$ cat src/rtl/char_lcd_write_sequencer_assert.svh
`ifndef CHAR_LCD_WRITE_SEQUENCER_ASSERT_SVH
`define CHAR_LCD_WRITE_SEQUENCER_ASSERT_SVH

// Check a property on every rising clock edge outside reset.
`define CLWS_ASSERT(label, prop, msg) \
  label: assert property (@(posedge clk_i) disable iff (!rst_ni) prop) else $error(msg);

// Check an implication with the consequent in the following cycle.
`define CLWS_ASSERT_NEXT(label, pre, post, msg) \
  `CLWS_ASSERT(label, (pre) |=> (post), msg)

`endif

$ cat src/rtl/clws_pkg.sv
package clws_pkg;

  typedef enum logic [1:0] {
    ACT_CHAR  = 2'd0,
    ACT_GLYPH = 2'd1,
    ACT_INIT  = 2'd2,
    ACT_CLEAR = 2'd3
  } action_e;

  typedef enum logic [1:0] {
    REG_FOUR_BIT   = 2'd0,
    REG_FUNC_SET   = 2'd1,
    REG_ENTRY_MODE = 2'd2,
    REG_DISP_MODE  = 2'd3
  } reg_e;

  localparam logic [7:0] CMD_CLEAR   = 8'h01;
  localparam logic [7:0] CMD_HOME    = 8'h02;
  localparam logic [7:0] CMD_CGRAM   = 8'h40;
  localparam logic [7:0] CMD_DDRAM   = 8'h80;
  localparam logic [7:0] ROW1_OFFSET = 8'h40;

  localparam logic [4:0] HOLD_LONG    = 5'd10;
  localparam logic [4:0] HOLD_CMD_ON  = 5'd1;
  localparam logic [4:0] HOLD_CMD_OFF = 5'd5;
  localparam logic [4:0] HOLD_SETTLE  = 5'd10;

  localparam int unsigned MaxBytes = 4;
  localparam int unsigned IdxW     = $clog2(MaxBytes);

  localparam logic        RST_FOUR_BIT   = 1'b1;
  localparam logic [7:0]  RST_FUNC_SET   = 8'd40;
  localparam logic [7:0]  RST_ENTRY_MODE = 8'd6;
  localparam logic [7:0]  RST_DISP_MODE  = 8'd12;

  typedef struct packed {
    logic            capture;
    logic            load;
    logic [IdxW-1:0] byte_idx;
    logic [1:0]      phase_idx;
  } dp_cmd_t;

  typedef struct packed {
    logic byte_end;
    logic item_end;
  } dp_status_t;

endpackage

$ cat src/rtl/clws_ctrl.sv
module clws_ctrl
  import clws_pkg::*;
(
  input  logic       clk_i,
  input  logic       rst_ni,
  input  logic       in_valid_i,
  output logic       in_ready_o,
  output logic       out_valid_o,
  input  logic       out_ready_i,
  input  dp_status_t status_i,
  output dp_cmd_t    cmd_o
);

  typedef enum logic [1:0] {
    ST_IDLE = 2'b01,
    ST_EMIT = 2'b10
  } state_e;

  state_e          state_q, state_d;
  logic            out_valid_q, out_valid_d;
  logic [IdxW-1:0] byte_idx_q, byte_idx_d;
  logic [1:0]      phase_idx_q, phase_idx_d;
  logic            capture, load;

  assign in_ready_o  = (state_q == ST_IDLE);
  assign out_valid_o = out_valid_q;
  assign capture     = in_valid_i && in_ready_o;
  assign load        = (state_q == ST_EMIT) && (!out_valid_q || out_ready_i);

  assign cmd_o.capture   = capture;
  assign cmd_o.load      = load;
  assign cmd_o.byte_idx  = byte_idx_q;
  assign cmd_o.phase_idx = phase_idx_q;

  always_comb begin
    state_d     = state_q;
    byte_idx_d  = byte_idx_q;
    phase_idx_d = phase_idx_q;
    unique case (state_q)
      ST_IDLE: begin
        if (capture) begin
          state_d     = ST_EMIT;
          byte_idx_d  = '0;
          phase_idx_d = '0;
        end
      end
      ST_EMIT: begin
        if (load) begin
          priority if (status_i.item_end) begin
            state_d = ST_IDLE;
          end else if (status_i.byte_end) begin
            byte_idx_d  = byte_idx_q + 1'b1;
            phase_idx_d = '0;
          end else begin
            phase_idx_d = phase_idx_q + 1'b1;
          end
        end
      end
      default: state_d = ST_IDLE;
    endcase
  end

  always_comb begin
    out_valid_d = out_valid_q;
    if (load) begin
      out_valid_d = 1'b1;
    end else if (out_ready_i) begin
      out_valid_d = 1'b0;
    end
  end

  always_ff @(posedge clk_i or negedge rst_ni) begin
    if (!rst_ni) begin
      state_q     <= ST_IDLE;
      out_valid_q <= 1'b0;
      byte_idx_q  <= '0;
      phase_idx_q <= '0;
    end else begin
      state_q     <= state_d;
      out_valid_q <= out_valid_d;
      byte_idx_q  <= byte_idx_d;
      phase_idx_q <= phase_idx_d;
    end
  end

`include "char_lcd_write_sequencer_assert.svh"

  `CLWS_ASSERT(a_state_onehot, $onehot(state_q), "state register not one-hot")
  `CLWS_ASSERT_NEXT(a_capture_emit, capture, state_q == ST_EMIT, "capture did not start emit")
  `CLWS_ASSERT_NEXT(a_end_idle, load && status_i.item_end, in_ready_o, "no idle after last phase")
  `CLWS_ASSERT_NEXT(a_load_valid, load, out_valid_q, "loaded phase not presented")

endmodule

$ cat src/rtl/clws_dp.sv
module clws_dp
  import clws_pkg::*;
(
  input  logic       clk_i,
  input  logic       rst_ni,
  input  dp_cmd_t    cmd_i,
  output dp_status_t status_o,
  input  logic       four_bit_i,
  input  logic [7:0] func_set_i,
  input  logic [7:0] entry_mode_i,
  input  logic [7:0] disp_mode_i,
  input  logic [1:0] action_i,
  input  logic [7:0] char_code_i,
  input  logic [1:0] row_i,
  input  logic [5:0] column_i,
  input  logic [2:0] glyph_index_i,
  input  logic [2:0] glyph_row_i,
  output logic       reg_select_o,
  output logic       read_write_o,
  output logic       enable_pin_o,
  output logic [7:0] data_pins_o,
  output logic [4:0] hold_units_o,
  output logic       last_phase_o
);

  logic [7:0]      bytes_q [MaxBytes];
  logic [7:0]      bytes_d [MaxBytes];
  logic [MaxBytes-1:0] is_data_q, is_data_d;
  logic            settle_q, settle_d;
  logic [IdxW-1:0] last_idx_q, last_idx_d;

  logic       rs_q, en_q, last_q;
  logic [7:0] pins_q;
  logic [4:0] hold_q;

  logic [7:0] cur_byte, cur_pins;
  logic       cur_data, cur_en;
  logic [4:0] cur_hold;
  logic [7:0] ddram_addr, cgram_addr;

  assign ddram_addr = (row_i[0] ? (CMD_DDRAM + ROW1_OFFSET) : CMD_DDRAM) + {2'b00, column_i};
  assign cgram_addr = CMD_CGRAM + {2'b00, glyph_index_i, 3'b000} + {5'b00000, glyph_row_i};

  always_comb begin
    for (int i = 0; i < MaxBytes; i++) begin
      bytes_d[i] = '0;
    end
    is_data_d  = '0;
    settle_d   = 1'b0;
    last_idx_d = '0;
    unique case (action_e'(action_i))
      ACT_CHAR: begin
        if (row_i[1]) begin
          bytes_d[0]   = char_code_i;
          is_data_d[0] = 1'b1;
        end else begin
          bytes_d[0]   = ddram_addr;
          bytes_d[1]   = char_code_i;
          is_data_d[1] = 1'b1;
          last_idx_d   = IdxW'(1);
        end
      end
      ACT_GLYPH: begin
        bytes_d[0]   = cgram_addr;
        bytes_d[1]   = char_code_i;
        is_data_d[1] = 1'b1;
        last_idx_d   = IdxW'(1);
      end
      ACT_INIT: begin
        bytes_d[0] = func_set_i;
        bytes_d[1] = entry_mode_i;
        bytes_d[2] = disp_mode_i;
        bytes_d[3] = CMD_CLEAR;
        settle_d   = 1'b1;
        last_idx_d = IdxW'(3);
      end
      ACT_CLEAR: begin
        bytes_d[0] = CMD_CLEAR;
        bytes_d[1] = CMD_HOME;
        settle_d   = 1'b1;
        last_idx_d = IdxW'(1);
      end
      default: ;
    endcase
  end

  always_comb begin
    cur_byte = bytes_q[cmd_i.byte_idx];
    cur_data = is_data_q[cmd_i.byte_idx];
    cur_en   = ~cmd_i.phase_idx[0];
    if (four_bit_i) begin
      cur_pins = cmd_i.phase_idx[1] ? {cur_byte[3:0], 4'b0000} : {cur_byte[7:4], 4'b0000};
    end else begin
      cur_pins = cur_byte;
    end
    priority if (four_bit_i && !cmd_i.phase_idx[1]) begin
      cur_hold = HOLD_LONG;
    end else if (cur_en) begin
      cur_hold = cur_data ? HOLD_LONG : HOLD_CMD_ON;
    end else begin
      cur_hold = (cur_data ? HOLD_LONG : HOLD_CMD_OFF) + (settle_q ? HOLD_SETTLE : 5'd0);
    end
  end

  assign status_o.byte_end = four_bit_i ? (cmd_i.phase_idx == 2'd3) : cmd_i.phase_idx[0];
  assign status_o.item_end = status_o.byte_end && (cmd_i.byte_idx == last_idx_q);

  always_ff @(posedge clk_i or negedge rst_ni) begin
    if (!rst_ni) begin
      last_idx_q <= '0;
    end else if (cmd_i.capture) begin
      last_idx_q <= last_idx_d;
    end
  end

  always_ff @(posedge clk_i) begin
    if (cmd_i.capture) begin
      bytes_q   <= bytes_d;
      is_data_q <= is_data_d;
      settle_q  <= settle_d;
    end
    if (cmd_i.load) begin
      rs_q   <= cur_data;
      en_q   <= cur_en;
      pins_q <= cur_pins;
      hold_q <= cur_hold;
      last_q <= status_o.item_end;
    end
  end

  assign reg_select_o = rs_q;
  assign read_write_o = 1'b0;
  assign enable_pin_o = en_q;
  assign data_pins_o  = pins_q;
  assign hold_units_o = hold_q;
  assign last_phase_o = last_q;

endmodule

$ cat src/rtl/char_lcd_write_sequencer.sv
// Character-LCD write sequencer: each request (write character, write glyph row,
// initialize, clear) unrolls into 2 to 16 pin phases (RS, RW, E, data pins, hold
// time in delay units), one phase per cycle on the output stream while m_axis_tready
// does not stall it, tlast on the final one. The next request is taken once the
// last phase sits in the output register. Hold times are only reported, a
// downstream timer applies them. Configure only while no request is in flight.
module char_lcd_write_sequencer
  import clws_pkg::*;
(
  input  logic        clk_i,
  input  logic        rst_ni,
  input  logic        s_axis_tvalid,
  output logic        s_axis_tready,
  input  logic [23:0] s_axis_tdata,  // char_code, row, column, glyph_index, glyph_row, pad
  input  logic [1:0]  s_axis_tuser,  // action
  output logic        m_axis_tvalid,
  input  logic        m_axis_tready,
  output logic [15:0] m_axis_tdata,  // read_write, enable_pin, data_pins, hold_units, pad
  output logic        m_axis_tuser,  // reg_select
  output logic        m_axis_tlast,
  input  logic        psel,
  input  logic        penable,
  input  logic        pwrite,
  input  logic [3:0]  paddr,
  input  logic [31:0] pwdata,
  output logic [31:0] prdata,
  output logic        pready
);

  logic       four_bit_q;
  logic [7:0] func_set_q, entry_mode_q, disp_mode_q;
  logic       cfg_we;

  dp_cmd_t    cmd;
  dp_status_t status;

  logic       read_write, enable_pin;
  logic [7:0] data_pins;
  logic [4:0] hold_units;

  assign pready = 1'b1;
  assign cfg_we = psel && penable && pwrite;

  always_ff @(posedge clk_i or negedge rst_ni) begin
    if (!rst_ni) begin
      four_bit_q   <= RST_FOUR_BIT;
      func_set_q   <= RST_FUNC_SET;
      entry_mode_q <= RST_ENTRY_MODE;
      disp_mode_q  <= RST_DISP_MODE;
    end else if (cfg_we) begin
      unique case (reg_e'(paddr[3:2]))
        REG_FOUR_BIT:   four_bit_q   <= pwdata[0];
        REG_FUNC_SET:   func_set_q   <= pwdata[7:0];
        REG_ENTRY_MODE: entry_mode_q <= pwdata[7:0];
        REG_DISP_MODE:  disp_mode_q  <= pwdata[7:0];
        default: ;
      endcase
    end
  end

  always_comb begin
    unique case (reg_e'(paddr[3:2]))
      REG_FOUR_BIT:   prdata = {31'd0, four_bit_q};
      REG_FUNC_SET:   prdata = {24'd0, func_set_q};
      REG_ENTRY_MODE: prdata = {24'd0, entry_mode_q};
      REG_DISP_MODE:  prdata = {24'd0, disp_mode_q};
      default:        prdata = '0;
    endcase
  end

  clws_ctrl u_ctrl (
    .clk_i       (clk_i),
    .rst_ni      (rst_ni),
    .in_valid_i  (s_axis_tvalid),
    .in_ready_o  (s_axis_tready),
    .out_valid_o (m_axis_tvalid),
    .out_ready_i (m_axis_tready),
    .status_i    (status),
    .cmd_o       (cmd)
  );

  clws_dp u_dp (
    .clk_i         (clk_i),
    .rst_ni        (rst_ni),
    .cmd_i         (cmd),
    .status_o      (status),
    .four_bit_i    (four_bit_q),
    .func_set_i    (func_set_q),
    .entry_mode_i  (entry_mode_q),
    .disp_mode_i   (disp_mode_q),
    .action_i      (s_axis_tuser),
    .char_code_i   (s_axis_tdata[7:0]),
    .row_i         (s_axis_tdata[9:8]),
    .column_i      (s_axis_tdata[15:10]),
    .glyph_index_i (s_axis_tdata[18:16]),
    .glyph_row_i   (s_axis_tdata[21:19]),
    .reg_select_o  (m_axis_tuser),
    .read_write_o  (read_write),
    .enable_pin_o  (enable_pin),
    .data_pins_o   (data_pins),
    .hold_units_o  (hold_units),
    .last_phase_o  (m_axis_tlast)
  );

  assign m_axis_tdata = {1'b0, hold_units, data_pins, enable_pin, read_write};

endmodule

$ cat config.mk
export PLATFORM = sky130hd
export DESIGN_NAME = char_lcd_write_sequencer
export DESIGN_NICKNAME = d
export VERILOG_FILES = /design/src/rtl/clws_pkg.sv /design/src/rtl/clws_ctrl.sv /design/src/rtl/clws_dp.sv /design/src/rtl/char_lcd_write_sequencer.sv
export VERILOG_INCLUDE_DIRS = /design/src /design/src/rtl
export SDC_FILE = /design/constraint.sdc
export NUM_CORES = 1
export LEC_CHECK = 0
export ABC_AREA = 1
export ABC_CLOCK_PERIOD_IN_PS = 4900
export BUFFER_PORTS_ARGS = -buffer_cell sky130_fd_sc_hd__clkbuf_2
export CORE_ASPECT_RATIO = 0.5
export CORE_MARGIN = 3
export CORE_UTILIZATION = 50
export CTS_CLUSTER_SIZE = 30
export DETAILED_ROUTE_END_ITERATION = 12
export PLACE_DENSITY = 0.78
export SYNTH_ARGS = -nofsm -noshare
export SYNTH_HDL_FRONTEND = slang
export SYNTH_SLANG_ARGS = --single-unit
$ cat constraint.sdc
create_clock -name clk_i -period 4.9 [get_ports clk_i]
set_input_delay 0.735 -clock clk_i [delete_from_list [all_inputs] [get_ports clk_i]]
set_output_delay 0.735 -clock clk_i [all_outputs]
set_load 0.03 [all_outputs]
==> impl_metrics.csv, run 1 <==
group,metric,value,unit
synth,yosysUniqueCellTypes,37,
worst_setup_path,critPathLaunch,"paddr[2]",
synth,ys_async_sr_fraction,44.2,%
timing,max_slew_violation_count,0,
floorplanning,row_count,22,
placed_design,placement.io_buffers,66,
clock_network,clock-sinks,77,
synth,synth_area_in_compound_gates,11.0,%
placed_design,globalplace.congestion,0.902,
worst_setup_path,critPathKind,"in -> out",
status,run_status,"complete, no violations",
clock_network,clock_tree.buffer_depth,2,
timing,worst_slew_margin_rel,33.8,%
clock_network,htree_num_levels,3,
worst_setup_path,largest_fanout_of_any_net_on_the_critical_path,5,
timing,grt_setup_unrepaired,"no",
synth,yosys.cell_count.top_type,"nand2_1",
worst_setup_path,startpoint_type,"primary input",
timing,worst_pin_slew,0.991,ns
final_layout,finish.net_count,570,
clock_network,cts-buffers-inserted,9,
global_routing,antenna_violations_before_repair,0,
synth,post_synth_inst_count,431,
global_routing,groute.usage.overall,18.5,%
placed_design,place.detailed.hpwl,6260,um
synth,syn_area_per_cell,9.22,sq um
synth,yosys.area_share.adder,1.57,%
drt,wl,8320,um
synth,postSynth.topFlopCell,"edfxtp_1",
timing,finalSetupTns,0,ns
timing,period_share,49.1,%
floorplanning,core_region_area,0.00751,sq mm
timing,timing.fmax,415,MHz
worst_setup_path,critical_path_required,4.16,ns
timing,final-hold-violation-count,0,
drt,drt.antenna.violating_nets,0,
synth,yosys.area.top_type_share,32.5,%
timing,clock_skew,0.00848,ns
worst_setup_path,worstPathArrival,1.67,ns
synth,synthDominantAreaCellType,"edfxtp_1",
clock_network,post-cts-setup-buffer-count,0,
power,leakage,2.18,nW
synth,synth_xor_xnor_area_share,0.409,%
floorplanning,die_width,132,um
synth,largest_family_of_logic_cells_by_synthesized_area,"simple AND/OR/NAND/NOR gates",
timing,setup_violations,0,
floorplanning,io_pins,122,
clock_network,cts_hold_buf,0,
synth,post_synth_instance_area,0.00398,sq mm
final_layout,synthToLayoutAreaGrowth,14.7,%
drt,first_iter_violations,288,
global_routing,grt_pass1_vias,2749,
worst_setup_path,setup.worst_path.end_class,"output port",
power,power_density_over_the_cells,514,mW/mm^2
global_routing,grt_start_max_net_pins,35,
synth,synth-seq-area-share,54.1,%
clock_network,worstSkewPairLatency,0.34,ns
synth,synth.ff_latch_count,77,
drt,wl_per_cell,13.7,um
final_layout,antenna_cells_inserted,0,
drt,via_count,3095,
floorplanning,floorplan.initialDensity,52.9,%
synth,synthTopCellsByArea,"edfxtp_1, dfrtp_1, nand2_1, buf_4, dfstp_2",
drt,detailedRoute.firstPassIterationCount,5,
synth,synth_warnings,0,
synth,synth_enable_flop_cells,43,
final_layout,drive_gt1_share,24.4,%
floorplanning,die_h,69.1,um
floorplanning,dieArea,0.00912,sq mm
clock_network,post_cts_resize_count,0,
clock_network,path_clk_slew,0.06,ns
hold_path,min-delay-path-class,"reg -> reg",
synth,synth.area.mux_share,0,%
power,ir_drop,206,uV
clock_network,clock-root-buffer,"clkbuf_16",
hold_path,min-delay-start,"func_set_q[5]$_DFFE_PN1P_",
worst_setup_path,reg_to_reg_startpoint,"u_ctrl.state_q[0]$_DFFE_PN1P_",
global_routing,global_route_wire_length_before_repair,13200,um
clock_network,cts_tree,"built",
final_layout,utilization,60.7,%
drt,vias_per_cell,5.08,
global_routing,grt_overflow_total,0,
synth,yosys.area_share.simple,19.2,%
drt,drc,0,
synth,post_synth_most_frequent_cells,"nand2_1, inv_1, edfxtp_1",
flow_run,maxCapViolCount,0,
timing,final.min_clock_period,2.41,ns
==> final timing paths <==
check,end,slack (ns),depth (start not counted)
setup / recovery,prdata[0],2.49,9
hold / removal,func_set_q[5]$_DFFE_PN1P_,0.48,2
setup reg to reg,u_dp.bytes_q[31]$_DFFE_PP_,2.85,3
hold reg to reg,func_set_q[5]$_DFFE_PN1P_,0.48,2
max in group asynchronous,entry_mode_q[0]$_DFFE_PN0P_,3.84,1
min in group asynchronous,u_ctrl.out_valid_o$_DFFE_PN0P_,0.50,1
==> per-layer routing <==
layer / GRT usage, % / vias up / part of all wire, % / routed length (um)
li1: - / 1498 / - / -
met1: 24.2 / 1405 / 44 / 3630
met2: 28.5 / 169 / 45 / 3760
met3: 6.56 / 23 / 9.1 / 755
met4: 6.75 / 0 / 2.1 / 177
met5: 0 / - / 0 / 0
==> worst max-delay path, stage by stage <==
cell	delay, ns
clkbuf_2	0.13
inv_2	0.08
nand2_2	0.09
inv_2	0.12
nand2_1	0.06
o21ai_1	0.07
a21oi_1	0.05
o21ai_1	0.09
clkbuf_2	0.23
==> flip-flops by register name, summed over array words and instances (netlist names), 2 cells and up <==
register / flops
disp_mode_q: 8
entry_mode_q: 8
func_set_q: 8
u_ctrl.byte_idx_q: 2
u_ctrl.phase_idx_q: 2
u_ctrl.state_q: 2
u_dp.bytes_q: 25
u_dp.data_pins_o: 8
u_dp.hold_units_o: 4
u_dp.is_data_q: 2
u_dp.last_idx_q: 2
==> layout make-up <==
| cell class | count | area, sq um |
|---|---|---|
| fill | 635 | 2960 |
| sequential | 77 | 2150 |
| multi-input combinational | 280 | 1380 |
| timing repair buffer | 67 | 338 |
| clock buffer | 13 | 283 |
| inverter | 61 | 246 |
| tap | 108 | 135 |
| clock inverter | 3 | 22.5 |
==> logic make-up (layout without fill, tap and decap cells) <==
family | after synthesis | after routing
AO/OA/AOI/OAI | 74 | 74
XOR/XNOR | 1 | 1
adder cells (fa/ha/maj) | 5 | 5
buffers and inverters | 99 | 144
flip-flops | 77 | 77
other | 2 | 27
AND/OR/NAND/NOR | 173 | 173
==> metrics by stage <==
stage               hold WS (ns)  setup slack (ns)  power, mW  instances  cell area, sq um
detailed placement         0.468              2.50       1.70        593              4250
global route               0.497              2.38       2.48        609              4560
finish                     0.481              2.49       2.34        609              4560
floorplan                  0.439              2.74       1.53        456              4070
CTS                        0.478              2.50       2.36        609              4560
global placement           0.462              2.52       1.67        593              4250
==> layout by cell type (no fill, tap or decap), types with 8 or more instances in the layout <==
cell type	instances
inv_2	12
dfstp_2	8
nor2_1	32
dfrtp_1	26
clkbuf_16	11
nand3_1	9
clkbuf_2	66
inv_1	46
o21ai_0	8
a21oi_1	8
o221ai_1	8
nand2_1	111
o21ai_1	37
edfxtp_1	43
conb_1	27
==> where the power goes <==
group	internal [mW]	total (mW)	switching [mW]
clock network	0.407	0.658	0.251
registers	0.894	0.991	0.0975
logic	0.217	0.695	0.478
(Power assumes the default switching activity.)
==> run 2, diff against run 1 <==
--- a/config.mk
+++ b/config.mk
@@ -7,14 +7,14 @@
 export NUM_CORES = 1
 export LEC_CHECK = 0
 export ABC_AREA = 1
-export ABC_CLOCK_PERIOD_IN_PS = 4900
+export ABC_CLOCK_PERIOD_IN_PS = 2020
 export BUFFER_PORTS_ARGS = -buffer_cell sky130_fd_sc_hd__clkbuf_2
 export CORE_ASPECT_RATIO = 0.5
 export CORE_MARGIN = 3
-export CORE_UTILIZATION = 50
+export CORE_UTILIZATION = 47
 export CTS_CLUSTER_SIZE = 30
 export DETAILED_ROUTE_END_ITERATION = 12
-export PLACE_DENSITY = 0.78
+export PLACE_DENSITY = 0.77
 export SYNTH_ARGS = -nofsm -noshare
 export SYNTH_HDL_FRONTEND = slang
 export SYNTH_SLANG_ARGS = --single-unit
==> constraint.sdc (replaced) <==
create_clock -name clk_i -period 2.02 [get_ports clk_i]
set_input_delay 0.303 -clock clk_i [delete_from_list [all_inputs] [get_ports clk_i]]
set_output_delay 0.303 -clock clk_i [all_outputs]
set_load 0.03 [all_outputs]
==> impl_metrics.csv, run 2 (synthesis gave the netlist of run 1 again) <==
group,metric,value,unit
status,run_status,"complete, no violations",
hold_path,min-delay-path-class,"in -> reg",
placed_design,place.detailed.instances,601,
power,power_density_over_the_cells,1230,mW/mm^2
worst_setup_path,critPathKind,"reg -> out",
drt,drc,0,
worst_setup_path,worstPathArrival,1.50,ns
global_routing,groute.usage.overall,18.7,%
global_routing,grt_start_max_net_pins,35,
timing,timing.fmax,555,MHz
timing,clock_skew,0.00648,ns
final_layout,largest-register,"u_dp.bytes_q",
timing,grt_setup_unrepaired,"no",
global_routing,global_route_wire_length_before_repair,13900,um
clock_network,cts-buffers-inserted,9,
final_layout,finish.net_count,575,
floorplanning,die_h,71.0,um
floorplanning,io_pins,122,
worst_setup_path,critical_path_required,1.72,ns
worst_setup_path,setup.worst_path.end_class,"output port",
placed_design,place.detailed.hpwl,6360,um
drt,vias_per_cell,4.95,
drt,detailedRoute.firstPassIterationCount,4,
clock_network,htree_num_levels,3,
timing,max_slew_violation_count,0,
clock_network,clock-root-buffer,"clkbuf_16",
global_routing,grt_pass1_vias,2880,
floorplanning,floorplan.initialDensity,49.0,%
drt,drt.antenna.violating_nets,0,
timing,finalSetupTns,0,ns
drt,via_count,3057,
timing,setup_violations,0,
final_layout,antenna_cells_inserted,0,
global_routing,antenna_violations_before_repair,0,
worst_setup_path,largest_fanout_of_any_net_on_the_critical_path,7,
global_routing,met1_usage,23.6,%
final_layout,largest_register_ffs,25,
clock_network,worstSkewPairLatency,0.34,ns
placed_design,placement.io_buffers,66,
clock_network,clock_tree.buffer_depth,2,
final_layout,fillCellCount,702,
global_routing,most_used_routing_layer_in_global_routing,"met2",
power,leakage,2.18,nW
floorplanning,die_width,136,um
final_layout,instances_no_fill,618,
global_routing,global_route.usage.met2,31.1,%
timing,period_share,89.2,%
flow_run,maxCapViolCount,0,
clock_network,clock-sinks,77,
placed_design,globalplace.congestion,0.861,
drt,first_iter_violations,204,
clock_network,path_clk_slew,0.06,ns
power,ir_drop,533,uV
timing,final-hold-violation-count,0,
timing,final.min_clock_period,1.80,ns
final_layout,drive_gt1_share,25.5,%
floorplanning,dieArea,0.00966,sq mm
final_layout,synthToLayoutAreaGrowth,15.2,%
clock_network,cts_tree,"built",
drt,wl,8600,um
floorplanning,core_region_area,0.00812,sq mm
final_layout,mostFrequentLayoutCell,"nand2_1",
global_routing,met3_usage,5.97,%
final_layout,final_cell_mix,"nand2_1, clkbuf_2, inv_1",
floorplanning,row_count,23,
global_routing,grt_overflow_total,0,
worst_setup_path,startpoint_type,"flip-flop",
drt,wl_per_cell,13.9,um
run 2: per-stage QoR:
step	hold slack (ns)	utilization [%]	instance area, sq um	total power [mW]	worst slack, ns
2_1_floorplan	0.00741	-	4070	3.72	0.0395
3_5_place_dp	0.363	52.9	4290	4.16	0.277
3_3_place_gp	0.360	52.9	4290	4.09	0.312
6_report	0.190	56.4	4580	5.62	0.219
4_1_cts	0.184	56.4	4580	5.65	0.216
5_1_grt	0.203	56.4	4580	5.95	0.159
run 2: worst max-delay path, cell delays in order, from the launching register on:
cell,delay [ns]
dfstp_2,0.63
inv_2,0.11
o21ai_1,0.18
clkbuf_2,0.23
run 2: report_power, final:
| part | total (mW) | switching (mW) | internal (mW) |
|---|---|---|---|
| clock network | 1.48 | 0.640 | 0.837 |
| logic | 1.75 | 1.20 | 0.553 |
| registers | 2.39 | 0.226 | 2.16 |
run 2: layout make-up:
class,instances,area (sq um),share of cell area [%]
well taps,112,140,3.06
clock inverters,7,50.0,1.09
flip-flops and latches,77,2150,47.0
repair buffers,72,378,8.25
clock buffers,9,225,4.92
multi-input cells,280,1380,30.2
inverters,61,250,5.47
run 2: timing repair:
action / CTS / global route
hold buffers: 1 / 0
setup endpoints to repair: 0 / 0
gates resized for setup: 0 / 0
buffers inserted: 0 / 0
hold endpoints to repair: 7 / 0
run 2: final timing paths:
check,start,endpoint,slack (ns),cells past startpoint
min in group asynchronous,rst_ni,u_ctrl.state_q[1]$_DFFE_PN0P_,0.53,3
worst min register to register,func_set_q[5]$_DFFE_PN1P_,func_set_q[5]$_DFFE_PN1P_,0.48,2
max in group asynchronous,rst_ni,disp_mode_q[3]$_DFFE_PN1P_,1.14,3
worst max-delay path,four_bit_q$_DFFE_PN1P_,prdata[0],0.22,3
worst max register to register,u_ctrl.state_q[0]$_DFFE_PN1P_,u_dp.bytes_q[11]$_SDFFCE_PP0P_,0.24,4
worst min-delay path,pwdata[1],entry_mode_q[1]$_DFFE_PN1P_,0.19,3
run 2: per-layer routing:
layer / vias up / part of all wire, %
met2: 124 / 48
met1: 1419 / 43
li1: 1502 / -
met4: 0 / 1.3
met5: - / 0
met3: 12 / 8.1
==> run 3, diff against run 2 <==
--- a/config.mk
+++ b/config.mk
@@ -14,6 +14,7 @@
 export CORE_UTILIZATION = 47
 export CTS_CLUSTER_SIZE = 30
 export DETAILED_ROUTE_END_ITERATION = 12
+export GPL_TIMING_DRIVEN = 0
 export PLACE_DENSITY = 0.77
 export SYNTH_ARGS = -nofsm -noshare
 export SYNTH_HDL_FRONTEND = slang
==> impl_metrics.csv, run 3 (synthesis gave the netlist of run 1 again) <==
group,metric,value,unit
timing,final.min_clock_period,1.78,ns
clock_network,cts_tree,"built",
final_layout,final_cell_area,0.00484,sq mm
global_routing,groute.usage.overall,18.4,%
final_layout,antenna_cells_inserted,0,
drt,wl,8500,um
drt,detailedRoute.firstPassIterationCount,4,
power,net-switching-power,2.01,mW
clock_network,path_clk_slew,0.06,ns
power,power_report.internal_total,3.69,mW
worst_setup_path,critical_path_required,1.72,ns
global_routing,antenna_violations_before_repair,0,
floorplanning,row_count,23,
status,run_status,"complete, no violations",
timing,timing.fmax,561,MHz
hold_path,min-delay-path-class,"in -> async",
drt,first_iter_violations,147,
final_layout,synthToLayoutAreaGrowth,21.8,%
timing,setup_violations,0,
final_layout,mostFrequentLayoutCell,"nand2_1",
clock_network,clock_tree.buffer_depth,2,
global_routing,grt_pass1_vias,2953,
final_layout,instances_no_fill,650,
power,power_density_over_the_cells,1180,mW/mm^2
floorplanning,die_h,71.0,um
worst_setup_path,critPathKind,"reg -> out",
drt,drc,0,
timing,grt_setup_unrepaired,"no",
power,clockPowerShare,26.8,%
placed_design,placement.io_buffers,65,
power,ir_drop,509,uV
worst_setup_path,crit_family,"flip-flops",
floorplanning,io_pins,122,
final_layout,final_cell_mix,"nand2_1, clkbuf_2, inv_1",
timing,period_share,88.3,%
final_layout,drive_gt1_share,29.9,%
timing,worst_slew_margin_rel,42.9,%
worst_setup_path,cpMaxStageDelayCell,"dfstp_2",
global_routing,global_route_wire_length_before_repair,13700,um
power,sw_frac_of_total,35.3,%
clock_network,worstSkewPairLatency,0.34,ns
global_routing,grt_start_max_net_pins,35,
placed_design,globalplace.congestion,0.877,
clock_network,post-cts-setup-buffer-count,0,
final_layout,largest-register,"u_dp.bytes_q",
flow_run,maxCapViolCount,0,
clock_network,clock-root-buffer,"clkbuf_16",
timing,max_slew_violation_count,0,
floorplanning,floorplan.initialDensity,49.0,%
timing,final-hold-violation-count,0,
power,fin_total_pwr,5.70,mW
clock_network,htree_num_levels,3,
drt,drt.antenna.violating_nets,0,
clock_network,clock-sinks,77,
floorplanning,core_region_area,0.00812,sq mm
timing,hold_ws,0.0688,ns
final_layout,largest_register_ffs,25,
placed_design,place_area,0.00455,sq mm
worst_setup_path,max_stage_delay,0.64,ns
timing,worst_pin_slew,0.856,ns
timing,clock_skew,0.00849,ns
worst_setup_path,startpoint_type,"flip-flop",
worst_setup_path,largest_fanout_of_any_net_on_the_critical_path,7,
worst_setup_path,worstPathCellList,"inv_2, o21ai_1, clkbuf_2",
power,power_frac_seq,41.5,%
global_routing,grt_overflow_total,0,
drt,wl_per_cell,13.1,um
worst_setup_path,setup.worst_path.end_class,"output port",
worst_setup_path,critical_path.n_buffers_inverters,2,
floorplanning,dieArea,0.00966,sq mm
floorplanning,die_width,136,um
placed_design,place.detailed.instances,634,
timing,finalSetupTns,0,ns
final_layout,finish.net_count,607,
drt,via_count,3112,
power,leakage,2.35,nW
placed_design,place.detailed.hpwl,6540,um
drt,vias_per_cell,4.79,
clock_network,cts-buffers-inserted,9,
worst_setup_path,worstPathArrival,1.48,ns
power,comb_power_share,31.7,%
## run 3: cell count changes in the layout (fill, tap and decap cells not counted), moves of 2 or more
cell / delta
buf_2: +2
buf_6: +3
clkinv_2: -2
clkbuf_1: +2
buf_4: +28
## run 3: repair_timing
item	4_1_cts	5_1_grt
endpoints found under the setup margin	10	0
hold buffers	0	0
gates resized for setup	1	0
## run 3: worst reg2reg max path: stages (launching register included)
cell and delay [ns]:
dfrtp_1 0.37, inv_1 0.05, ha_1 0.23, nand2_1 0.19
clkinvlp_4 0.51
## run 3: final cells by class
cell class	count	area, sq um
clock inverters	4	28.8
fillers	716	3280
plain buffers	38	288
clock buffers	12	262
repair buffers	66	333
multi-input cells	280	1390
flip-flops and latches	77	2150
inverters	61	250
well taps	112	140
## run 3: final timing paths
kind	from	end	slack, ns	cells after the start
max in group asynchronous	rst_ni	entry_mode_q[3]$_DFFE_PN0P_	1.41	1
worst min-delay path	rst_ni	u_ctrl.out_valid_o$_DFFE_PN0P_	0.07	1
worst max-delay path	four_bit_q$_DFFE_PN1P_	prdata[0]	0.24	3
worst max register to register	u_ctrl.state_q[1]$_DFFE_PN0P_	u_dp.bytes_q[12]$_SDFFCE_PP0P_	0.24	4
worst min register to register	u_ctrl.state_q[0]$_DFFE_PN1P_	u_ctrl.state_q[0]$_DFFE_PN1P_	0.48	2
min in group clk_i	pwdata[5]	func_set_q[5]$_DFFE_PN1P_	0.19	3
## run 3: metrics by stage
step / setup WS, ns / util [%]
floorplan: 0.0395 / -
global placement: -0.352 / 55.9
detailed placement: 0.0104 / 56.0
CTS: 0.223 / 59.6
global route: 0.0717 / 59.6
finish: 0.236 / 59.6
## run 3: power by group through the flow
stage,Combinational [mW],Sequential [mW],Clock (mW)
global route,2.02,2.41,1.63
global placement,1.76,2.38,0
CTS,1.82,2.37,1.55
detailed placement,1.80,2.39,0
finish,1.81,2.37,1.53
floorplan,1.21,2.51,0
## run 3: per-layer routing
metal	vias to the layer above	routed length, um	GRT usage [%]	part of all wire, %
li1	1561	-	-	-
met1	1413	3650	22.9	43
met2	125	4070	31.1	48
met3	13	670	5.68	7.9
met4	0	113	5.92	1.3
met5	-	0	0	0
